--- src/rtl/rpts_pkg.sv ---
// rpts_pkg: request and result types, character codes and divider constants
// for the pulse timing statistics unit; no dependencies
package rpts_pkg;

    typedef struct packed {
        logic [7:0] char_code;
        logic       last;
    } t_request;

    typedef struct packed {
        logic [23:0] high_count;
        logic [23:0] low_count;
        logic [47:0] total_us;
        logic        any_pulse;
        logic [30:0] min_pulse_us;
        logic [19:0] symbol_rate_hz;
        logic [18:0] manchester_bps;
        logic [18:0] pwm_bps;
        logic [17:0] ppm_bps;
    } t_result;

    localparam logic [7:0] CH_ZERO  = 8'h30;
    localparam logic [7:0] CH_NINE  = 8'h39;
    localparam logic [7:0] CH_MINUS = 8'h2D;

    localparam int QUOT_BITS = 20;
    localparam int STEP_BITS = 5;
    localparam logic [QUOT_BITS-1:0] RATE_NUM = 20'd1000000;

    // rate / 3 as (rate * ceil(2^21 / 3)) >> 21, exact for any 20-bit rate
    localparam logic [QUOT_BITS-1:0] THIRD_RECIP = 20'd699051;
    localparam int THIRD_SHIFT = 21;

endpackage

--- src/rtl/raw_pulse_timing_statistics_unit.sv ---
// raw_pulse_timing_statistics_unit: character parser, pulse statistics and a
// restoring divider for the symbol rate; depends on rpts_pkg
//
// channel  dir  handshake                   payload
// in       in   i_in_valid / o_in_ready     i_in_req  (rpts_pkg::t_request)
// out      out  o_out_valid / i_out_ready   o_out_res (rpts_pkg::t_result)
//
// a character that is not marked last is taken and ready stays high
// after a last character the input closes: one restoring divider does
// 1000000 / shortest pulse, one quotient bit a cycle; rate / 3 is a reciprocal multiply
// the result sits in an output register; characters are taken while it waits
// a result that finds the output register still full stalls the block
// synchronous active-low reset clears all statistics and the output valid flag
module raw_pulse_timing_statistics_unit #(
    parameter int COUNT_BITS    = 24,
    parameter int SUM_BITS      = 48,
    parameter int DURATION_BITS = 31
) (
    input  logic              i_clk,
    input  logic              i_rst_n,
    input  logic              i_in_valid,
    output logic              o_in_ready,
    input  rpts_pkg::t_request i_in_req,
    output logic              o_out_valid,
    input  logic              i_out_ready,
    output rpts_pkg::t_result  o_out_res
);
    import rpts_pkg::*;

    localparam int DB = DURATION_BITS;
    localparam logic [1:0] S_IDLE      = 2'd0;
    localparam logic [1:0] S_DIV_RATE  = 2'd1;
    localparam logic [1:0] S_FINISH    = 2'd2;
    localparam logic [DB-1:0] DUR_MAX = {DB{1'b1}};

    logic [1:0]            r_state, n_state;
    logic [DB-1:0]         r_cur, n_cur;
    logic                  r_neg, n_neg;
    logic [COUNT_BITS-1:0] r_high, n_high, r_low, n_low;
    logic [DB-1:0]         r_sh_high, n_sh_high, r_sh_low, n_sh_low;
    logic [SUM_BITS-1:0]   r_sum, n_sum;
    logic [QUOT_BITS-1:0]  r_quo, n_quo, r_rate, n_rate;
    logic [DB:0]           r_rem, n_rem;
    logic [STEP_BITS-1:0]  r_step, n_step;
    logic                  r_out_valid, n_out_valid;
    t_result               r_out, n_out;

    logic                  in_acc, is_digit, is_minus, do_close, any_hi, any_lo, any_p;
    logic [3:0]            digit;
    logic [DB+3:0]         acc_wide, cur_ext;
    logic [DB-1:0]         acc_val, close_val, minp, divisor;
    logic [SUM_BITS:0]     sum_wide;
    logic [DB:0]           rem_sh;
    logic                  ge, last_step, out_free;
    logic [63:0]           ext_high, ext_low, ext_sum, ext_min;
    logic [2*QUOT_BITS-1:0] third_prod;

    assign o_in_ready = (r_state == S_IDLE);
    assign in_acc     = i_in_valid && o_in_ready;
    assign out_free   = !r_out_valid || i_out_ready;

    always_comb begin
        is_digit = i_in_req.char_code inside {[CH_ZERO:CH_NINE]};
        is_minus = (i_in_req.char_code == CH_MINUS);
        digit    = 4'(i_in_req.char_code - CH_ZERO);
        cur_ext  = (DB+4)'(r_cur);
        acc_wide = (cur_ext << 3) + (cur_ext << 1) + (DB+4)'(digit);
        acc_val  = (acc_wide > (DB+4)'(DUR_MAX)) ? DUR_MAX : acc_wide[DB-1:0];
        close_val = is_digit ? acc_val : r_cur;
        do_close  = !is_digit || i_in_req.last;
        sum_wide  = {1'b0, r_sum} + (SUM_BITS+1)'(close_val);
    end

    always_comb begin
        any_hi = |r_high;
        any_lo = |r_low;
        any_p  = any_hi || any_lo;
        if (any_hi && any_lo) begin
            minp = (r_sh_high < r_sh_low) ? r_sh_high : r_sh_low;
        end else if (any_hi) begin
            minp = r_sh_high;
        end else if (any_lo) begin
            minp = r_sh_low;
        end else begin
            minp = '0;
        end
        divisor   = minp;
        rem_sh    = {r_rem[DB-1:0], r_quo[QUOT_BITS-1]};
        ge        = (rem_sh >= {1'b0, divisor});
        last_step = (r_step == STEP_BITS'(QUOT_BITS - 1));
        ext_high  = 64'(r_high);
        ext_low   = 64'(r_low);
        ext_sum   = 64'(r_sum);
        ext_min   = 64'(minp);
        third_prod = (2*QUOT_BITS)'(r_rate) * (2*QUOT_BITS)'(THIRD_RECIP);
    end

    always_comb begin
        n_state     = r_state;
        n_cur       = r_cur;
        n_neg       = r_neg;
        n_high      = r_high;
        n_low       = r_low;
        n_sh_high   = r_sh_high;
        n_sh_low    = r_sh_low;
        n_sum       = r_sum;
        n_quo       = r_quo;
        n_rate      = r_rate;
        n_rem       = r_rem;
        n_step      = r_step;
        n_out_valid = r_out_valid && !i_out_ready;
        n_out       = r_out;
        case (r_state)
            S_IDLE: begin
                if (in_acc) begin
                    n_cur = do_close ? '0 : acc_val;
                    n_neg = is_minus ? 1'b1 : (is_digit ? r_neg : 1'b0);
                    if (do_close && close_val != '0) begin
                        if (r_neg) begin
                            if (!(&r_low)) n_low = r_low + COUNT_BITS'(1);
                            if (close_val < r_sh_low) n_sh_low = close_val;
                        end else begin
                            if (!(&r_high)) n_high = r_high + COUNT_BITS'(1);
                            if (close_val < r_sh_high) n_sh_high = close_val;
                        end
                        n_sum = sum_wide[SUM_BITS] ? {SUM_BITS{1'b1}} : sum_wide[SUM_BITS-1:0];
                    end
                    if (i_in_req.last) begin
                        n_state = S_DIV_RATE;
                        n_quo   = RATE_NUM;
                        n_rem   = '0;
                        n_step  = '0;
                    end
                end
            end
            S_DIV_RATE: begin
                n_rem  = ge ? (rem_sh - {1'b0, divisor}) : rem_sh;
                n_quo  = {r_quo[QUOT_BITS-2:0], ge};
                n_step = r_step + STEP_BITS'(1);
                if (last_step) begin
                    n_step  = '0;
                    n_rem   = '0;
                    n_rate  = any_p ? n_quo : '0;
                    n_state = S_FINISH;
                end
            end
            S_FINISH: begin
                if (out_free) begin
                    n_out_valid          = 1'b1;
                    n_out.high_count     = ext_high[23:0];
                    n_out.low_count      = ext_low[23:0];
                    n_out.total_us       = ext_sum[47:0];
                    n_out.any_pulse      = any_p;
                    n_out.min_pulse_us   = ext_min[30:0];
                    n_out.symbol_rate_hz = r_rate;
                    n_out.manchester_bps = r_rate[QUOT_BITS-1:1];
                    n_out.pwm_bps        = third_prod[2*QUOT_BITS-1:THIRD_SHIFT];
                    n_out.ppm_bps        = r_rate[QUOT_BITS-1:2];
                    n_cur     = '0;
                    n_neg     = 1'b0;
                    n_high    = '0;
                    n_low     = '0;
                    n_sh_high = DUR_MAX;
                    n_sh_low  = DUR_MAX;
                    n_sum     = '0;
                    n_state   = S_IDLE;
                end
            end
            default: begin
                n_state = S_IDLE;
            end
        endcase
    end

    always_ff @(posedge i_clk) begin
        if (!i_rst_n) begin
            r_state     <= S_IDLE;
            r_cur       <= '0;
            r_neg       <= 1'b0;
            r_high      <= '0;
            r_low       <= '0;
            r_sh_high   <= DUR_MAX;
            r_sh_low    <= DUR_MAX;
            r_sum       <= '0;
            r_step      <= '0;
            r_out_valid <= 1'b0;
        end else begin
            r_state     <= n_state;
            r_cur       <= n_cur;
            r_neg       <= n_neg;
            r_high      <= n_high;
            r_low       <= n_low;
            r_sh_high   <= n_sh_high;
            r_sh_low    <= n_sh_low;
            r_sum       <= n_sum;
            r_step      <= n_step;
            r_out_valid <= n_out_valid;
        end
    end

    always_ff @(posedge i_clk) begin
        r_quo  <= n_quo;
        r_rate <= n_rate;
        r_rem  <= n_rem;
        r_out  <= n_out;
    end

    assign o_out_valid = r_out_valid;
    assign o_out_res   = r_out;

    // a last request starts the divider and closes the input
    a_last_blocks: assert property (@(posedge i_clk) disable iff (!i_rst_n)
        in_acc && i_in_req.last |=> !o_in_ready)
        else $error("input still open after last request");

    // restoring divider keeps its remainder below the divisor
    a_rem_bound: assert property (@(posedge i_clk) disable iff (!i_rst_n)
        r_state == S_DIV_RATE && divisor != '0
            |-> r_rem < {1'b0, divisor})
        else $error("divider remainder out of range");

    // no pulse means no shortest pulse and no rate
    a_no_pulse: assert property (@(posedge i_clk) disable iff (!i_rst_n)
        o_out_valid && !o_out_res.any_pulse
            |-> o_out_res.symbol_rate_hz == '0 && o_out_res.min_pulse_us == '0)
        else $error("rate reported without any pulse");

    // a new result is loaded only into a free output register
    a_no_overwrite: assert property (@(posedge i_clk) disable iff (!i_rst_n)
        r_state == S_FINISH && r_out_valid && !i_out_ready |=> r_state == S_FINISH)
        else $error("result left the finish state while output was full");

endmodule
--- config.mk ---
export PLATFORM = sky130hd
export DESIGN_NAME = raw_pulse_timing_statistics_unit
export DESIGN_NICKNAME = d
export VERILOG_FILES = /design/src/rtl/rpts_pkg.sv /design/src/rtl/raw_pulse_timing_statistics_unit.sv
export SDC_FILE = /design/constraint.sdc
export NUM_CORES = 2
export LEC_CHECK = 0
export BUFFER_PORTS_ARGS = -buffer_cell sky130_fd_sc_hd__buf_4
export CAP_MARGIN = 40
export CORE_ASPECT_RATIO = 1.1
export CORE_MARGIN = 8
export CORE_UTILIZATION = 45
export DETAILED_ROUTE_END_ITERATION = 7
export HOLD_SLACK_MARGIN = 0.1
export SLEW_MARGIN = 20
export SYNTH_ARGS = -nofsm -noshare
export SYNTH_HDL_FRONTEND = slang
export SYNTH_SLANG_ARGS = --single-unit
--- constraint.sdc ---
create_clock -name i_clk -period 12.5 [get_ports i_clk]
set_input_delay 1.875 -clock i_clk [delete_from_list [all_inputs] [get_ports i_clk]]
set_output_delay 1.875 -clock i_clk [all_outputs]
set_load 0.01 [all_outputs]
---- Word-level counts from Yosys, hierarchy flattened ----
Index checks and enable logic that the tools add are counted.
cells by class
  add/subtract/negate cells ............... 8
  multiply operators ...................... 1
  divide/modulo/power cells ............... 0
  $lt $le $gt $ge ......................... 7
  equality and inequality tests ........... 16
  shift-type cells ........................ 0
  muxes and demuxes ....................... 61
  bitwise operators ....................... 0
  reduce and logical (&&, ||, !) cells .... 30
operator list
  kind                                                                               count
  31-bit 2-to-1 mux                                                                  22
  31-bit one-hot mux with 2 select lines                                             4
  24-bit 2-to-1 mux                                                                  9
  48-bit 2-to-1 mux                                                                  4
  24-bit one-hot mux with 2 select lines                                             2
  48-bit one-hot mux with 2 select lines                                             1
  31-bit < comparator                                                                3
  48-bit by 31-bit adder with 49-bit output                                          1
  24-bit by 1-bit adder with 24-bit output, second input constant                    2
  24-bit AND reduction                                                               2
  24-bit OR reduction                                                                2
  20-bit by 20-bit multiplier with 40-bit output, second input constant              1
  20-bit 2-to-1 mux                                                                  2
  20-bit one-hot mux with 2 select lines                                             1
  34-bit by 32-bit adder with 35-bit output                                          1
  35-bit by 4-bit adder with 35-bit output                                           1
  35-bit by 31-bit greater-than comparator with 1-bit output, second input constant  1
  32-bit by 31-bit greater-or-equal comparator with 1-bit output                     1
  31-bit nonzero test                                                                1
  31-bit subtractor                                                                  1
  6-bit AND reduction                                                                4
  5-bit 2-to-1 mux                                                                   3
  2-bit by 1-bit != test with 1-bit output, second input constant                    6
  4-bit AND reduction                                                                3
  other kinds (22)                                                                   45
word-level totals
  bits in registers ....................... 473
  latch bits .............................. 0
  RAM bits ................................ 0
  memory bits (read-only) ................. 0
  output and inout port bits .............. 206
  logic and storage cells ................. 145
  memories ................................ 0

---- Depth between registers and ports, before layout ----
  depth after elaboration ................. 11
  mapped depth ............................ 31
  mapped depth without buffers ............ 28

---- Least setup slack after synthesis ----
OpenSTA, ideal clock, no wires.
  path kind ............................... input port to flip-flop
  start point ............................. input i_out_ready
  end point ............................... register r_low[3]
  setup time .............................. 0.120 ns
  data arrival time ....................... 9.879 ns
  data required time ...................... 12.380 ns
  path slack .............................. 2.501 ns
  cell stages on the path ................. 6
  path buffers ............................ 1
  cells stage by stage .................... nor2b_1 nor2_1 nor2b_1 clkbuf_1 o211ai_1 nand2_1
on the way
  word-level cells in the longest chain between the ends .. 3
ends and longest elaborated chain
  what                                  RTL line                                 text
  start, declared                       raw_pulse_timing_statistics_unit.sv:25   input logic i_out_ready,
  1-bit logical OR                      raw_pulse_timing_statistics_unit.sv:60   assign out_free = !r_out_valid || i_out_ready;
  2-bit != test (no source line)        --
  6-bit AND reduction (no source line)  --
  end signal, assigned                  raw_pulse_timing_statistics_unit.sv:192  r_low <= n_low;
  end, declared                         raw_pulse_timing_statistics_unit.sv:39   logic [COUNT_BITS-1:0] r_high, n_high, r_low, n_low;
Every way passes these cells.
A chain may end at the register's enable or synchronous reset.

---- Worst setup path in the final report ----
  start point ............................. input i_in_req[4] (netlist name)
  end point ............................... register r_sum[31]
on the way
  word-level cells in the longest chain between the ends .. 10
  elaborated cells between the ends (all ways) .. 19
  classes of those cells .................. 3 x add/sub; 3 x order compare; 1 x eq/ne; 6 x mux; 6 x reduce/logical
ends and longest elaborated chain
  what                                                        RTL line                                 text
  start, declared                                             raw_pulse_timing_statistics_unit.sv:23   input rpts_pkg::t_request i_in_req,
  4-bit by 1-bit subtractor with 4-bit output                 raw_pulse_timing_statistics_unit.sv:65   digit = 4'(i_in_req.char_code - CH_ZERO);
  35-bit by 4-bit adder with 35-bit output                    raw_pulse_timing_statistics_unit.sv:67   acc_wide = (cur_ext << 3) + (cur_ext << 1) + (DB+4)'(digit);
  35-bit by 31-bit greater-than comparator with 1-bit output  raw_pulse_timing_statistics_unit.sv:68   acc_val = (acc_wide > (DB+4)'(DUR_MAX)) ? DUR_MAX : acc_wide[DB-1:0];
  31-bit 2-to-1 mux                                           raw_pulse_timing_statistics_unit.sv:68
  31-bit 2-to-1 mux                                           raw_pulse_timing_statistics_unit.sv:69   close_val = is_digit ? acc_val : r_cur;
  48-bit by 31-bit adder with 49-bit output                   raw_pulse_timing_statistics_unit.sv:71   sum_wide = {1'b0, r_sum} + (SUM_BITS+1)'(close_val);
  48-bit 2-to-1 mux                                           raw_pulse_timing_statistics_unit.sv:126  n_sum = sum_wide[SUM_BITS] ? {SUM_BITS{1'b1}} : sum_wide[SUM_BITS-1:0];
  48-bit 2-to-1 mux                                           raw_pulse_timing_statistics_unit.sv:118  if (do_close && close_val != '0) begin
  48-bit 2-to-1 mux                                           raw_pulse_timing_statistics_unit.sv:115  if (in_acc) begin
  48-bit one-hot mux with 2 select lines                      raw_pulse_timing_statistics_unit.sv:113  case (r_state)
  end signal, assigned                                        raw_pulse_timing_statistics_unit.sv:195  r_sum <= n_sum;
  end, declared                                               raw_pulse_timing_statistics_unit.sv:41   logic [SUM_BITS-1:0] r_sum, n_sum;
Several ways; a longest one is shown, not always the timed one. The select of a mux whose other input is x is not followed.

==> results by group <==
Setup path
  – Critical Path RT: 12.99 ns
  – Max FO, Critical Path: 24
  – R2r setup slk: 4.53 ns
  – CP startpoint kind: input pin
  – Crit Path Class: input pin to register
  – Critical Path End Type: register
  – Arrival @ worst endpoint: roughly 9.4 ns

Yosys
  – Synth Area in Compound Gates: 14.6%
  – Asr flop ratio synth: 0%
  – Post-Synthesis Cells: 3,202
  – Mux contribution to synthesized area: 2.91%
  – Simple-Gate Fraction of Synth Area: between 10% and 20%
  – Main combinational cell family by area after synthesis: adder cells
  – Count of cell types in the netlist: between 80 and 90
  – Flops & latches, synth: 436
  – Yosys warns: 0
  – Post-Synth Adder-Cell Area: 24.8%
  – Avg Inst Size Synth: 10.0 sq um
  – EDFF count, synth: 238
  – Syn Std Cell Area: about 0.032 sq mm
  – Post-Syn Nets: between 3,000 and 4,000
  – XOR/XNOR Fraction of Synth Area: between 2 and 3%
  – Top_reg_cell synth: edfxtp_1
  – Register area share after synthesis: between 30% and 40%

Timing
  – Crit share post-route: 71.0%
  – Max-slew violations: 0
  – Least-Margin Pin Slew: 0.840 ns
  – WHS: roughly 0.47 ns
  – RSZ-0062 raised after global routing: no
  – Final TNS setup: 0 ns
  – Fmax: 0.113 GHz
  – Final clock skew: 0.0170 ns
  – Final Hold Vio Count: 0
  – Final setup violating endpoints: 0
  – Slew headroom: a little over two fifths
  – Period minus WS final: 8.88 ns

Layout
  – Area grow syn2layout: 12.8%
  – Most frequent cells in the layout: 405 x ha_1, 353 x inv_1, 247 x buf_4
  – Final net count: 3,923
  – Layout cells sized above 1: between 10% and 20%
  – Diodes inserted: 0
  – # fillers: ~6,400
  – Most common cell after layout, fill and taps aside: ha_1

Outcome
  – Status: finished, final reports clean

Floorplanning
  – Die ar.: 0.0800 sq mm
  – # IOs: between 200 and 250
  – Horiz. Die Dim: 270 um
  – Core area: 0.0704 sq mm
  – Num rows: between 100 and 150
  – Starting Density: 45.5%
  – Chip height: 296 um

Detailed routing
  – Post-route ant nets: 0
  – Drt initial violations: 1,591
  – Routed len/inst: 21.4 um
  – Total number of vias: about 25,000
  – DR vias/cell: 5.72
  – Post-route DRC: 0
  – TritonRoute pass-1 iters: 5
  – Total wire length: 93,000 um

GRT
  – Global Route Usage Sum: 22.7%
  – Largest net degree at the start of global routing: 88
  – First-pass GRT wire length: 145,000 um
  – Number of global-route vias before repair: 25,400
  – GRT Residual Overflow: 0
  – Initial antenna violation count: 1

Clocking
  – # resized after CTS: 0
  – CTS H-tree depth: 2
  – CTS tree: done
  – CTS Hold Buffers Added: 0
  – Root buffer cell: clkbuf_16
  – Worst-path clk slew: 0.06 ns
  – Worst skew pair latency: 0.60 ns
  – CTS Buffer Depth: 3
  – Clock sink count: around 440
  – CTS Buf Count: just under 50
  – Post-CTS Setup Bufs: 0

Pwr
  – Post-route total power: 3620 uW
  – Lkg Pwr: between 0.015 and 0.02 uW
  – Peak supply drop: 117 uV
  – Cell Pwr Density: 100 mW/mm^2

Placement
  – Final HPWL DP: 73,100 um
  – GPL Wtd Cong: 0.962
  – Count of input and output buffers: 218

Flow run
  – Max_cap viols: 0

Min path
  – Min-Delay Path Class: register to register
-- through the flow --
stage,cells,setup WS [ns],cell area (sq um),util (%)
2_1_floorplan,3202,2.50,32000,-
3_3_place_gp,4232,2.94,34300,48.7
3_5_place_dp,4243,2.90,34500,49.0
4_1_cts,4335,3.52,36100,51.2
5_1_grt,4338,3.10,36100,51.3
6_report,4338,3.62,36100,51.3
-- cell usage after synthesis (14+ instances only) --
cell | n | area, sq um
o21ai_0 | 94 | 470
buf_4 | 44 | 330
nor2_1 | 219 | 822
nand4_1 | 54 | 338
nor2b_1 | 128 | 801
a211oi_1 | 25 | 188
and2_1 | 30 | 188
nand3_1 | 61 | 305
o21a_1 | 27 | 203
o31ai_1 | 15 | 113
a311oi_1 | 38 | 333
a31oi_1 | 42 | 263
a21o_1 | 80 | 601
mux2i_1 | 92 | 921
a21oi_1 | 159 | 796
dfxtp_1 | 198 | 3960
ha_1 | 405 | 5070
buf_2 | 18 | 90.1
clkbuf_1 | 83 | 312
nor4_1 | 23 | 144
fa_1 | 144 | 2880
a22oi_1 | 51 | 383
a21boi_0 | 16 | 120
edfxtp_1 | 238 | 7150
a22o_1 | 32 | 280
xnor2_1 | 69 | 604
o211ai_1 | 14 | 105
or4_1 | 17 | 128
nor3_1 | 55 | 275
and3_1 | 28 | 175
xor2_1 | 39 | 342
or3_1 | 22 | 138
inv_1 | 353 | 1330
nand2_1 | 123 | 462
nand2b_1 | 28 | 175
-- area by class of cell --
type,count,area (sq um),area share (%)
Sequential cell,436,11100,30.8
Clock buffer,62,1310,3.61
Timing Repair Buffer,258,2030,5.61
Tap cell,936,1170,3.24
Inverter,353,1330,3.67
Multi-Input combinational cell,2263,18900,52.3
Clock inverter,30,282,0.779
-- path summary, 6_finish.rpt --
kind                                             start                        to  depth (start not counted)
worst max-delay path                       i_in_req[4]    r_sum[31]$_SDFFE_PN0P_                         27
worst min-delay path            r_sum[39]$_SDFFE_PN0P_  o_out_res[147]$_DFFE_PP_                          0
worst max register to register   r_cur[2]$_SDFFE_PN0P_    r_sum[31]$_SDFFE_PN0P_                         26
worst min register to register  r_sum[39]$_SDFFE_PN0P_  o_out_res[147]$_DFFE_PP_                          0
-- worst max-delay path, cell delays in order --
cell	delay, ns
buf_4	0.09
inv_1	0.05
fa_1	0.59
inv_1	0.06
ha_1	0.30
a211oi_1	0.31
o21ai_1	0.22
a31o_2	0.30
a211oi_2	0.25
o211a_1	0.18
xor2_1	0.15
o2111ai_1	0.18
nor2_2	0.61
buf_4	0.40
a31oi_1	0.28
ha_1	0.44
a21o_1	0.18
a21o_1	0.17
a21oi_1	0.25
o221ai_1	0.22
o21ai_0	0.37
a211oi_1	0.15
o41a_1	0.42
or2_2	0.33
nand2_1	0.53
nand3_1	0.15
o221a_2	0.29
-- logic make-up after synthesis --
group | Yosys count
and+or+nand+nor | 834
AOI/OAI and AO/OA | 679
adders and majority gates | 549
buffers and inverters | 503
DFF | 436
xor gates and xnor gates | 108
muxes | 93
-- report_power, final --
| part | total [uW] | leakage, uW | switching, uW | internal, uW |
|---|---|---|---|---|
| clock | 1430 | 0.000757 | 622 | 810 |
| combinational | 596 | 0.0120 | 338 | 258 |
| sequential | 1590 | 0.00395 | 42.2 | 1550 |
-- layer usage --
metal  part of all wire, %  GRT usage [%]
met3                   4.9           3.14
met1                    41           27.5
met4                   4.0           8.52
met2                    50           40.8
met5                     0              0
-- sequential cells by signal (all words and copies together), names as in the netlist, 5 cells and up --
| signal | count |
|---|---|
| r_high | 24 |
| r_sum | 48 |
| r_rem | 31 |
| o_out_res | 167 |
| r_quo | 20 |
| r_sh_high | 31 |
| r_cur | 31 |
| r_sh_low | 31 |
| r_low | 24 |
| r_rate | 20 |
| r_step | 5 |
Power figures use the tool's default switching activity.
